**config.mk**
```make
export PLATFORM = sky130hd
export DESIGN_NAME = stuffed_frame_deframer_crc32
export DESIGN_NICKNAME = d
export VERILOG_FILES = /design/src/rtl/core/sfd_pkg.sv /design/src/rtl/core/sfd_unstuff.sv /design/src/rtl/core/sfd_parser.sv /design/src/rtl/core/sfd_result_reg.sv /design/src/rtl/core/stuffed_frame_deframer_crc32.sv
export SDC_FILE = /design/constraint.sdc
export NUM_CORES = 1
export LEC_CHECK = 0
export ABC_AREA = 1
export BUFFER_PORTS_ARGS = -buffer_cell sky130_fd_sc_hd__buf_4
export CORE_MARGIN = 2
export CORE_UTILIZATION = 50
export CTS_BUF_LIST = sky130_fd_sc_hd__clkbuf_16
export DETAILED_ROUTE_END_ITERATION = 6
export GPL_ROUTABILITY_DRIVEN = 0
export PLACE_DENSITY_LB_ADDON = 0.12
export SLEW_MARGIN = 20
export SYNTH_ARGS = -nofsm -noshare
export SYNTH_HDL_FRONTEND = slang
export SYNTH_SLANG_ARGS = --single-unit
export TNS_END_PERCENT = 30
```
**constraint.sdc**
```tcl
create_clock -name clk -period 6.35 [get_ports clk]
set_input_delay 0.9525 -clock clk [delete_from_list [all_inputs] [get_ports clk]]
set_output_delay 0.9525 -clock clk [all_outputs]
set_load 0.02 [all_outputs]
```
**src/rtl/core/sfd_pkg.sv**
```systemverilog
// Shared types and constants for the stuffed frame deframer.
// No dependencies; imported by every module of the block.
`default_nettype none

package sfd_pkg;

    // Largest frame in bytes, LEN byte included
    localparam int MAX_FRAME_BYTES = 256;
    localparam logic [8:0] MAX_POS = 9'(MAX_FRAME_BYTES);

    // CRC-32, MSB first, no final xor
    localparam logic [31:0] CRC_POLY = 32'h04C1_1DB7;
    localparam logic [31:0] CRC_INIT = 32'hFFFF_FFFF;

    // Minimum legal LEN value: TYPE plus four CRC bytes
    localparam logic [7:0] MIN_LEN = 8'd5;

    // Configuration register indexes
    localparam logic [7:0] REG_MARKER     = 8'd0;
    localparam logic [7:0] REG_ESCAPE     = 8'd1;
    localparam logic [7:0] REG_ESC_MARKER = 8'd2;
    localparam logic [7:0] REG_ESC_ESCAPE = 8'd3;

    // Configuration reset values
    localparam logic [7:0] MARKER_RST     = 8'd126;
    localparam logic [7:0] ESCAPE_RST     = 8'd125;
    localparam logic [7:0] ESC_MARKER_RST = 8'd94;
    localparam logic [7:0] ESC_ESCAPE_RST = 8'd93;

    // Result kinds
    localparam logic [1:0] KIND_PAYLOAD   = 2'd0;
    localparam logic [1:0] KIND_GOOD      = 2'd1;
    localparam logic [1:0] KIND_CRC_ERR   = 2'd2;
    localparam logic [1:0] KIND_SYNC_LOSS = 2'd3;

    typedef struct packed {
        logic [7:0] marker;
        logic [7:0] escape;
        logic [7:0] esc_marker;
        logic [7:0] esc_escape;
    } cfg_t;

    // Line event after escape removal
    typedef struct packed {
        logic       restart;     // unescaped marker
        logic       esc_err;     // escape followed by an unknown code
        logic       data_valid;  // decoded byte for the parser
        logic [7:0] data;
    } event_t;

    typedef struct packed {
        logic [1:0]  kind;
        logic [7:0]  payload_byte;
        logic [7:0]  payload_index;
        logic [7:0]  frame_type;
        logic [7:0]  payload_length;
        logic [15:0] sync_loss_total;
        logic [15:0] crc_error_total;
    } result_t;

endpackage

`default_nettype wire

```
**src/rtl/core/sfd_unstuff.sv**
```systemverilog
// Escape removal: turns raw line bytes into restart, error and data events.
// Depends on sfd_pkg.
`default_nettype none

module sfd_unstuff (
    input  wire logic          clk,
    input  wire logic          rst_n,
    input  wire logic          step,
    input  wire logic [7:0]    line_byte,
    input  wire sfd_pkg::cfg_t cfg,
    output sfd_pkg::event_t    ev
);
    import sfd_pkg::*;

    logic esc_pending_reg;
    logic esc_pending_next;
    logic is_marker;

    assign is_marker = (line_byte == cfg.marker) && !esc_pending_reg;

    // Classify the byte; an unescaped marker match takes priority over everything
    always_comb
    begin
        ev = '0;
        ev.data = line_byte;
        esc_pending_next = 1'b0;
        if (is_marker)
        begin
            ev.restart = 1'b1;
        end
        else if (esc_pending_reg)
        begin
            // equal codes: marker meaning wins
            if (line_byte == cfg.esc_marker)
            begin
                ev.data_valid = 1'b1;
                ev.data = cfg.marker;
            end
            else if (line_byte == cfg.esc_escape)
            begin
                ev.data_valid = 1'b1;
                ev.data = cfg.escape;
            end
            else
            begin
                ev.esc_err = 1'b1;
            end
        end
        else if (line_byte == cfg.escape)
        begin
            esc_pending_next = 1'b1;
        end
        else
        begin
            ev.data_valid = 1'b1;
        end
    end

    always_ff @(posedge clk or negedge rst_n)
    begin
        if (!rst_n)
        begin
            esc_pending_reg <= 1'b0;
        end
        else if (step)
        begin
            esc_pending_reg <= esc_pending_next;
        end
    end

endmodule

`default_nettype wire

```
**src/rtl/core/sfd_parser.sv**
```systemverilog
// Frame parser: LEN/TYPE/payload/CRC sequencing, CRC-32 check, counters.
// Depends on sfd_pkg; fed by sfd_unstuff events.
`default_nettype none

module sfd_parser (
    input  wire logic            clk,
    input  wire logic            rst_n,
    input  wire logic            step,
    input  wire logic [7:0]      marker,
    input  wire sfd_pkg::event_t ev,
    output logic                 res_valid,
    output sfd_pkg::result_t     res
);
    import sfd_pkg::*;

    typedef enum logic [1:0] {
        PH_IDLE = 2'd0,
        PH_LEN  = 2'd1,
        PH_DATA = 2'd2,
        PH_SPARE = 2'd3
    } phase_t;

    phase_t      phase_reg, phase_next;
    logic [7:0]  len_reg, len_next;
    logic [8:0]  pos_reg, pos_next;
    logic [7:0]  type_reg, type_next;
    logic [31:0] crc_reg, crc_next;
    logic [31:0] rx_crc_reg, rx_crc_next;
    logic [15:0] sl_cnt_reg, sl_cnt_next;
    logic [15:0] ce_cnt_reg, ce_cnt_next;

    logic [7:0]  plen;
    logic [1:0]  pad;
    logic [1:0]  crc_slot;
    logic [31:0] rx_crc_shift;
    logic        sl_hit;
    logic        ce_hit;

    // One byte through the CRC register, MSB first
    function automatic logic [31:0] crc_update(input logic [31:0] crc, input logic [7:0] b);
        logic [31:0] c;
        c = crc ^ {b, 24'h0};
        for (int i = 0; i < 8; i++)
        begin
            if (c[31])
                c = {c[30:0], 1'b0} ^ CRC_POLY;
            else
                c = {c[30:0], 1'b0};
        end
        return c;
    endfunction

    assign plen = len_reg - MIN_LEN;
    // zero bytes needed to pad LEN..payload (LEN - 3 bytes) to a multiple of 4
    assign pad = 2'(2'd3 - len_reg[1:0]);
    // which of the four CRC bytes this is
    assign crc_slot = 2'(pos_reg[1:0] + 2'd3 - len_reg[1:0]);
    assign rx_crc_shift = {ev.data, rx_crc_reg[31:8]};

    always_comb
    begin
        phase_next  = phase_reg;
        len_next    = len_reg;
        pos_next    = pos_reg;
        type_next   = type_reg;
        crc_next    = crc_reg;
        rx_crc_next = rx_crc_reg;
        sl_hit      = 1'b0;
        ce_hit      = 1'b0;
        res_valid   = 1'b0;
        res         = '0;
        res.kind    = KIND_SYNC_LOSS;

        if (ev.restart)
        begin
            // marker mid-frame is a sync loss
            if (phase_reg == PH_DATA)
            begin
                sl_hit    = 1'b1;
                res_valid = 1'b1;
            end
            phase_next  = PH_LEN;
            pos_next    = '0;
            crc_next    = CRC_INIT;
            rx_crc_next = '0;
        end
        else if (ev.esc_err)
        begin
            sl_hit     = 1'b1;
            res_valid  = 1'b1;
            phase_next = PH_IDLE;
            pos_next   = '0;
            len_next   = '0;
        end
        else if (ev.data_valid)
        begin
            case (phase_reg)
                PH_IDLE:
                begin
                    // decoded marker starts a frame
                    if (ev.data == marker)
                    begin
                        phase_next  = PH_LEN;
                        pos_next    = '0;
                        crc_next    = CRC_INIT;
                        rx_crc_next = '0;
                    end
                end
                PH_LEN:
                begin
                    if ((ev.data < MIN_LEN) || ({1'b0, ev.data} >= MAX_POS))
                    begin
                        sl_hit     = 1'b1;
                        res_valid  = 1'b1;
                        phase_next = PH_IDLE;
                        pos_next   = '0;
                        len_next   = '0;
                    end
                    else
                    begin
                        len_next    = ev.data;
                        pos_next    = 9'd1;
                        crc_next    = crc_update(CRC_INIT, ev.data);
                        rx_crc_next = '0;
                        phase_next  = PH_DATA;
                    end
                end
                PH_DATA:
                begin
                    if (pos_reg >= MAX_POS)
                    begin
                        sl_hit     = 1'b1;
                        res_valid  = 1'b1;
                        phase_next = PH_IDLE;
                        pos_next   = '0;
                        len_next   = '0;
                    end
                    else
                    begin
                        pos_next = pos_reg + 9'd1;
                        if (pos_reg == 9'd1)
                        begin
                            type_next = ev.data;
                            crc_next  = crc_update(crc_reg, ev.data);
                        end
                        else if ((pos_reg + 9'd4) <= {1'b0, len_reg})
                        begin
                            // payload beat
                            crc_next          = crc_update(crc_reg, ev.data);
                            res_valid         = 1'b1;
                            res.kind          = KIND_PAYLOAD;
                            res.payload_byte  = ev.data;
                            res.payload_index = 8'(pos_reg - 9'd2);
                            res.frame_type    = type_reg;
                            res.payload_length = plen;
                        end
                        else
                        begin
                            rx_crc_next = rx_crc_shift;
                            if (pos_reg >= {1'b0, len_reg})
                            begin
                                // last CRC byte: padding already folded in
                                res_valid          = 1'b1;
                                res.frame_type     = type_reg;
                                res.payload_length = plen;
                                phase_next = PH_IDLE;
                                pos_next   = '0;
                                len_next   = '0;
                                if (crc_reg == rx_crc_shift)
                                begin
                                    res.kind = KIND_GOOD;
                                end
                                else
                                begin
                                    res.kind = KIND_CRC_ERR;
                                    ce_hit   = 1'b1;
                                end
                            end
                            else if (crc_slot < pad)
                            begin
                                // one zero pad byte per CRC byte
                                crc_next = crc_update(crc_reg, 8'h00);
                            end
                        end
                    end
                end
                default:
                begin
                    phase_next = PH_IDLE;
                end
            endcase
        end

        sl_cnt_next = (sl_hit && (sl_cnt_reg != 16'hFFFF)) ? sl_cnt_reg + 16'd1 : sl_cnt_reg;
        ce_cnt_next = (ce_hit && (ce_cnt_reg != 16'hFFFF)) ? ce_cnt_reg + 16'd1 : ce_cnt_reg;
        res.sync_loss_total = sl_cnt_next;
        res.crc_error_total = ce_cnt_next;
    end

    always_ff @(posedge clk or negedge rst_n)
    begin
        if (!rst_n)
        begin
            phase_reg  <= PH_IDLE;
            len_reg    <= '0;
            pos_reg    <= '0;
            type_reg   <= '0;
            crc_reg    <= CRC_INIT;
            rx_crc_reg <= '0;
            sl_cnt_reg <= '0;
            ce_cnt_reg <= '0;
        end
        else if (step)
        begin
            phase_reg  <= phase_next;
            len_reg    <= len_next;
            pos_reg    <= pos_next;
            type_reg   <= type_next;
            crc_reg    <= crc_next;
            rx_crc_reg <= rx_crc_next;
            sl_cnt_reg <= sl_cnt_next;
            ce_cnt_reg <= ce_cnt_next;
        end
    end

endmodule

`default_nettype wire

```
**src/rtl/core/sfd_result_reg.sv**
```systemverilog
// Output register for result beats with valid/ready handshake.
// Depends on sfd_pkg.
`default_nettype none

module sfd_result_reg (
    input  wire logic             clk,
    input  wire logic             rst_n,
    input  wire logic             load,
    input  wire sfd_pkg::result_t res,
    output logic                  slot_free,
    output logic                  out_valid,
    input  wire logic             out_ready,
    output sfd_pkg::result_t      out_res
);
    import sfd_pkg::*;

    logic    valid_reg;
    result_t res_reg;

    // slot frees when empty or when the held beat leaves this cycle
    assign slot_free = !valid_reg || out_ready;
    assign out_valid = valid_reg;
    assign out_res   = res_reg;

    always_ff @(posedge clk or negedge rst_n)
    begin
        if (!rst_n)
        begin
            valid_reg <= 1'b0;
        end
        else if (load)
        begin
            valid_reg <= 1'b1;
        end
        else if (out_ready)
        begin
            valid_reg <= 1'b0;
        end
    end

    always_ff @(posedge clk)
    begin
        if (load)
        begin
            res_reg <= res;
        end
    end

endmodule

`default_nettype wire

```
**src/rtl/core/stuffed_frame_deframer_crc32.sv**
```systemverilog
// Byte-stuffed frame deframer with CRC-32 check, one line byte per beat.
// Path: an accepted byte waits in the input register; once the result slot is free, any
// result it yields goes through unstuff and parser into the result register (out_valid).
// Throughput: one byte per cycle, set by the combinational byte CRC update; a result
// held by a low out_ready stalls the input once a second byte is waiting.
// Reset: parser state, counters and escape flag clear; config registers
// return to their defaults. No clearing pass.
`default_nettype none

module stuffed_frame_deframer_crc32 (
    input  wire logic        clk,
    input  wire logic        rst_n,
    input  wire logic        in_valid,
    output logic             in_ready,
    input  wire logic [7:0]  rx_byte,
    input  wire logic        cfg_valid,
    output logic             cfg_ready,
    input  wire logic [7:0]  cfg_index,
    input  wire logic [7:0]  cfg_data,
    output logic             out_valid,
    input  wire logic        out_ready,
    output logic [1:0]       result_kind,
    output logic [7:0]       payload_byte,
    output logic [7:0]       payload_index,
    output logic [7:0]       frame_type,
    output logic [7:0]       payload_length,
    output logic [15:0]      sync_loss_total,
    output logic [15:0]      crc_error_total
);
    import sfd_pkg::*;

    cfg_t       cfg_reg;
    logic       in_valid_reg;
    logic [7:0] in_byte_reg;
    logic       step;
    logic       slot_free;
    logic       res_valid;
    event_t     ev;
    result_t    res;
    result_t    out_res;

    // Configuration writes, always accepted
    assign cfg_ready = 1'b1;

    always_ff @(posedge clk or negedge rst_n)
    begin
        if (!rst_n)
        begin
            cfg_reg.marker     <= MARKER_RST;
            cfg_reg.escape     <= ESCAPE_RST;
            cfg_reg.esc_marker <= ESC_MARKER_RST;
            cfg_reg.esc_escape <= ESC_ESCAPE_RST;
        end
        else if (cfg_valid)
        begin
            case (cfg_index)
                REG_MARKER:     cfg_reg.marker     <= cfg_data;
                REG_ESCAPE:     cfg_reg.escape     <= cfg_data;
                REG_ESC_MARKER: cfg_reg.esc_marker <= cfg_data;
                REG_ESC_ESCAPE: cfg_reg.esc_escape <= cfg_data;
                default:        cfg_reg            <= cfg_reg;
            endcase
        end
    end

    // Input register; the held byte is processed once the result slot is free
    assign step     = in_valid_reg && slot_free;
    assign in_ready = !in_valid_reg || slot_free;

    always_ff @(posedge clk or negedge rst_n)
    begin
        if (!rst_n)
        begin
            in_valid_reg <= 1'b0;
        end
        else if (in_ready)
        begin
            in_valid_reg <= in_valid;
        end
    end

    always_ff @(posedge clk)
    begin
        if (in_valid && in_ready)
        begin
            in_byte_reg <= rx_byte;
        end
    end

    sfd_unstuff u_unstuff (
        .clk       (clk),
        .rst_n     (rst_n),
        .step      (step),
        .line_byte (in_byte_reg),
        .cfg       (cfg_reg),
        .ev        (ev)
    );

    sfd_parser u_parser (
        .clk       (clk),
        .rst_n     (rst_n),
        .step      (step),
        .marker    (cfg_reg.marker),
        .ev        (ev),
        .res_valid (res_valid),
        .res       (res)
    );

    sfd_result_reg u_result (
        .clk       (clk),
        .rst_n     (rst_n),
        .load      (step && res_valid),
        .res       (res),
        .slot_free (slot_free),
        .out_valid (out_valid),
        .out_ready (out_ready),
        .out_res   (out_res)
    );

    assign result_kind     = out_res.kind;
    assign payload_byte    = out_res.payload_byte;
    assign payload_index   = out_res.payload_index;
    assign frame_type      = out_res.frame_type;
    assign payload_length  = out_res.payload_length;
    assign sync_loss_total = out_res.sync_loss_total;
    assign crc_error_total = out_res.crc_error_total;

endmodule

`default_nettype wire
```
* Word-level counts from Yosys, hierarchy flattened *
Cells that the tools add are included.

word-level totals
  bits in registers = 232
  input bits = 29
  output and inout bits = 69
  logic and storage cells = 451

cells by class
  add/subtract/negate cells = 9
  order comparisons = 5
  equality and inequality tests = 29
  multiplexer cells = 314
  bitwise logic cells = 39
  reduce and logical (&&, ||, !) cells = 32

operators with widths
  operator                                                         number
  32-bit two-way mux                                               207
  27-bit two-way mux                                               31
  14-bit NOT                                                       31
  32-bit case mux with 3 select lines                              2
  9-bit two-way mux                                                10
  16-bit two-way mux                                               4
  8-bit two-way mux                                                8
  8-bit == test                                                    5
  1-bit two-way mux                                                34
  16-bit by 1-bit adder with 16-bit output, second input constant  2
  32-bit == test                                                   1
  16-bit != test, second input constant                            2
  32-bit NOT                                                       1
  32-bit XOR                                                       1
  9-bit case mux with 3 select lines                               1
  5-bit != test, second input constant                             5
  2-bit two-way mux                                                12
  9-bit AND reduction                                              2
  8-bit by 2-bit == test with 1-bit output, second input constant  2
  8-bit case mux with 2 select lines                               1
  7-bit AND reduction                                              2
  3-bit != test, second input constant                             4
  4-bit != test, second input constant                             3
  10-bit two-way mux                                               1
  36 further kinds                                                 56

* Depth between registers and ports, before layout *
  word-level depth = 89
  mapped depth = 27
  depth with buffers taken out = 25

* Hierarchy *
A second synthesis with hierarchy kept.

unflattened totals
  cells, all modules = 1913
  area, all modules = 15524.9 µm²

by module, submodules not included
  module                        times used  cells each  area an instance (µm²)  sequential area each (µm²)
  sfd_parser                    1           1446        10563.9                 2917.8
  sfd_result_reg                1           71          2026.9                  2006.9
  stuffed_frame_deframer_crc32  1           205         1941.9                  1093.5
  sfd_unstuff                   1           191         992.2                   25.0

* Worst setup path before layout *
No wires, ideal clock.

  kind = register -> register
  start point = reg in_byte_reg[1]
  end point = reg u_result.res_reg, in the netlist u_result.out_res[0] (enable)
  library setup time = 0.420 ns
  arrival time = 3.571 ns
  required time = 5.930 ns
  setup slack = 2.359 ns
  stages on the path, launching flop included = 23
  path buffers = 2
  period minus slack after synthesis = 3.991 ns
  path through = edfxtp_1 -> inv_1 -> nand2_1 -> nand2_1 -> nand2_2 -> nor2_4 -> nand2_4 -> buf_6 -> o21ai_1 -> inv_1 -> nand2_2 -> nand2_1 -> buf_6 -> clkinv_2 -> ha_1 -> nand2_1 -> inv_1 -> nand2_2 -> o21ai_0 -> nand2_1 -> nand2_1 -> nand3_1 -> inv_1

between the ends
  word-level cells in the longest chain between the ends = 12
  elaborated cells on any way between the ends = 22
  classes of those cells = order compare: 1; eq/ne: 4; mux: 15; reduce/logical: 2

RTL lines
  what                                           RTL line                             source
  from (decl)                                    stuffed_frame_deframer_crc32.sv:34   logic [7:0] in_byte_reg;
  from (signal assigned)                         stuffed_frame_deframer_crc32.sv:86   in_byte_reg <= rx_byte;
  8-bit == test                                  sfd_unstuff.sv:39                    else if (line_byte == cfg.esc_escape)
  9-bit two-way mux                              sfd_unstuff.sv:39
  9-bit two-way mux                              sfd_unstuff.sv:34                    if (line_byte == cfg.esc_marker)
  8-bit two-way mux                              sfd_unstuff.sv:31                    else if (esc_pending_reg)
  10-bit two-way mux                             sfd_unstuff.sv:27                    if (is_marker)
  8-bit by 3-bit < comparator with 1-bit output  sfd_parser.sv:111                    if ((ev.data < MIN_LEN) || ({1'b0, ev.data} >= MAX_POS))
  1-bit two-way mux                              sfd_parser.sv:111
  1-bit case mux with 2 select lines             sfd_parser.sv:97                     case (phase_reg)
  1-bit two-way mux                              sfd_parser.sv:95                     else if (ev.data_valid)
  1-bit two-way mux                              sfd_parser.sv:87                     else if (ev.esc_err)
  1-bit two-way mux *                            sfd_parser.sv:74                     if (ev.restart)
  1-bit logical AND *                            stuffed_frame_deframer_crc32.sv:112  .load (step && res_valid),
  net u_result.load                              sfd_result_reg.sv:8                  input wire logic load,
  to (signal assigned)                           sfd_result_reg.sv:45                 res_reg <= res;
  to (decl)                                      sfd_result_reg.sv:18                 result_t res_reg;

Mark *: on every way through the listed nets, which the timed path passes. The rest lies on a longest branch.
A chain may end at the register's enable or synchronous reset.

* Final worst setup path *
  start point = reg in_byte_reg[1]
  end point = reg u_result.res_reg, in the netlist u_result.out_res[17] (enable)

Same word-level chain as after synthesis.

==> run summary <==
Across all layers, the routed design uses 13800 vias. The layout net count is 2138. For this run, asynchronously set or reset flops after synthesis account for 67.0%. The time the final worst path needs with I/O delays and setup is 4.47 ns, and the growth of design area from synthesis to finish is 11.3%.

After detailed routing, the average wire length per cell comes to 17.7 um. The most frequently used cell type in the post-synthesis netlist is nand2_1. The max-capacitance violation count was 0.

By startpoint and endpoint, the worst setup path is classified as register to register. The static power due to leakage was 7.92 nW. The proportion of layout cells with a drive suffix above 1 came out at 13.0%. The largest total area in the synthesized netlist belongs to dfrtp_1.

In the synthesized netlist the dominant register cell turns out to be dfrtp_1. Power comes to 7.24 mW. After routing, the total negative slack on setup checks comes to 0 ns.

The count of final max-slew check failures is 0, and the basic-gate share of the synthesized area counting and, or, nand and nor cells is 30.7%. The combined buffer and inverter count along the critical path works out to 4. The worst path uses 70.5% of the clock period.

The run gives 0.276 mV as the worst voltage drop across the vdd grid. Synthesized area divided by synthesized cell count: 7.56 um2. Setup repair after global routing left no endpoint under its margin.

For this design the total switching power over the nets is 3.38 mW. Pin placement for this block handled 98 I/O pins. By area the synthesized netlist is led by dfrtp_1 16%, nand2_1 15%, edfxtp_1 15%. The floorplan step defined a die boundary enclosing 0.0317 mm2. Counting flops with a built-in enable in the synthesized netlist gives 74. The commonest cells after synthesis are 610 x nand2_1, 197 x inv_1, 154 x nand3_1, 151 x nor2_1, 122 x o21ai_0.

Summed over all nets, the half-perimeter wirelength after detailed placement is 32.1 mm. Traced cell by cell, the critical path runs through inv_1, nand2_1, nand2_1, nand2_1, nor2_1, nand3_1, nand3_1, nand2_2, nand2_1, clkinv_2, ha_1, nand2_2, nand2_2, o21ai_0, nand2_1, nand2_1, nand3_1, inv_2, buf_4. The portion of synthesized area spent on multiplexers is 0%. Summed instance area of the synthesized netlist: 0.0151 mm2.

Of all nets on the critical path, the largest fanout is 40. The effective utilization at floorplan was 50.9%; the power per unit of standard cell area was 430 mW/mm2. The number of flip-flops under the largest register name works out to 66. The count of nets left with antenna violations once routing finished came out at 0. In this run the number of cells on the critical path is 19. The pin count of the biggest net entering global routing is 87. The share of the Yosys chip area taken by registers is 40.0%. The fraction of power consumed by combinational cells is 50.2%.

By instance count, the cell type seen most on the critical path is nand2_1. Net switching is 46.7% of the power. For this block, the initial DRC count from the detailed router was 1516. The number of global-route vias before repair came out at 12700. In this run the post-CTS setup repair buffer count came out at 0.

For the count of cells resized by post-cts repair, the log shows 0. The area of the core was 0.0297 mm2. The largest individual stage delay along the critical path comes from the cell inv_2. The run gives 1 as the CTS H-tree depth. At the pin with the least slew margin, the transition time is 1.05 ns. The tools report the gate count after technology mapping as 2002. The tools report the post-place instance area as 0.0160 mm2. The hold buffer count at CTS is 0. CTS saw 224 sinks. The wire length of the first global-routing pass is 69.9 mm, and the total routing usage reported by global routing is 28.1%. The logs give 3 for the maximum buffer depth of the clock tree and 4.69 ns for the arrival time of data at the critical path endpoint.

The share of total power dissipated in sequential elements is 30.3%. The root buffer cell chosen for the clock tree is clkbuf_16. For the worst setup path, the data required time is 6.56 ns. Global routing finished with a remaining overflow of 0. The net count of the mapped netlist was 2069. The height of the die came out at 178 um. The category of the worst setup path capture point was a register. The run finished with clean final reports.

For the portion of total power attributed to the clock network, the log shows 19.5%. The tools report the count of unresolved DRC violations after routing as 0. Number of register bits inferred by synthesis: 224. In this run the tightest slew margin relative to its limit is 29.2%. The routed design has 44.0 mm of wire. The number of detailed-route iterations in the first pass was 7. TritonCTS built the clock tree. The top cell type by area accounts for 15.9% of the synthesized area. Clock-pin slew was measured on the worst setup and hold paths at 0.06 ns. The TritonCTS buffer count is 26. Summing the areas of all compound-gate instances in the mapped netlist gives 8.04% of the synthesized area. The repair_antennas step left the layout with diodes totalling 0.

The total of endpoints with negative setup slack in the final report is 0, and the quantity of I/O buffers inserted on ports is 96. The tools report the count of non-filler cells in the finished layout as 2481. After synthesis, the largest family of logic cells by area is simple AND/OR/NAND/NOR gates.

After synthesis, the netlist uses 60 different library cells. The run gives 2433 as the total instance count after detailed placement. Internal power comes to 3.86 mW. Path class of the lowest-slack min-delay path: primary input to asynchronous set/reset pin. Yosys printed 0 warnings.

The width of the die was 178 um. Derived from the worst setup path, the maximum achievable clock frequency is 223 MHz. After Yosys synthesis, full adders, half adders and majority gates account for 3.19% of the synthesized area. In the routed layout, each cell is associated on average with a via count of 5.56.

The final number of hold-violating endpoints is 0. For the worst-skew pair, the clock arrives at the later sink with an insertion delay of 0.56 ns. The floorplan has 63 rows. The length in cells of the worst reg-to-reg path works out to 19. The initial antenna violation count was 0. Grouping stages by cell kind, the critical path spends the most delay in simple AND/OR/NAND/NOR gates. The maximum cell stage delay along the critical path came out at 0.65 ns. The final instance area was 0.0168 mm2; the largest clock skew in the final design was 0.0169 ns. Summing the areas of all xor and xnor instances in the mapped netlist gives 10.2% of the synthesized area. The worst setup path is launched from a register.
## layout by cell type, fill, tap and decap left out, drive strengths merged, types with 7 or more instances in the layout
| master | n |
|---|---|
| dfrtp | 96 |
| o21ai | 149 |
| nor4 | 13 |
| xor2 | 99 |
| edfxtp | 74 |
| xnor2 | 73 |
| nand2 | 635 |
| dfstp | 54 |
| a21oi | 43 |
| o22ai | 7 |
| nor3 | 28 |
| nand4 | 42 |
| ha | 37 |
| or2 | 8 |
| nor2 | 157 |
| inv | 218 |
| clkbuf | 26 |
| buf | 110 |
| nand3 | 159 |
| a31oi | 9 |
| nand3b | 7 |
| clkinv | 12 |
## cell families (layout without fill, tap and decap cells)
logic type / count (synthesis) / in the layout
compound gates: 225 / 225
xor+xnor: 173 / 173
fa+ha+maj: 38 / 38
buf+inv: 281 / 370
flops: 224 / 224
other cells: 1 / 1
simple gates: 1060 / 1060
## cell type report
cell class,instances,area (um2)
Multi-Input combinational cell,1497,7880
Timing Repair Buffer,110,830
Sequential cell,224,6040
Inverter,212,797
Tap cell,390,488
Fill cell,2736,12900
Clock buffer,26,651
Clock inverter,22,144
## power groups by stage
| stage | Sequential (mW) | Combinational [mW] | Clock [mW] |
|---|---|---|---|
| after floorplan | 2.07 | 2.68 | 0 |
| after global placement | 2.20 | 3.49 | 0 |
| after detailed placement | 2.20 | 3.53 | 0 |
| after CTS | 2.18 | 3.55 | 1.44 |
| after global routing | 2.22 | 4.00 | 1.49 |
| final | 2.19 | 3.63 | 1.42 |
## per-stage QoR
step / worst slack [ns] / util (%) / hold WS, ns
after floorplan: 2.36 / - / 0.449
after global placement: 2.12 / 54.0 / 0.465
after detailed placement: 1.92 / 54.0 / 0.470
after CTS: 1.90 / 56.7 / 0.488
after global routing: 1.57 / 56.7 / 0.507
final: 1.88 / 56.7 / 0.454
## path summary, 6_finish.rpt
kind,from,endpoint,slack (ns)
max,in_byte_reg[1],u_result.out_res[17],1.88
min,rst_n,cfg_reg[8],0.45
max reg2reg,in_byte_reg[1],u_result.out_res[17],1.88
min reg2reg,u_parser.ce_cnt_reg[4],u_parser.ce_cnt_reg[4],0.48
max in group asynchronous,rst_n,u_parser.sl_cnt_reg[2],4.59
min in group clk,u_parser.ce_cnt_reg[4],u_parser.ce_cnt_reg[4],0.48
## layer usage
metal  vias up  GRT usage [%]  wire length [um]
met2       601           42.7             19000
met5         -          0.801                45
met4         2           9.67              1860
met3       127           5.44              3980
met1      6442           40.1             19200
li1       6619              -                 -
Note: power is estimated with default switching activity, not from simulation.
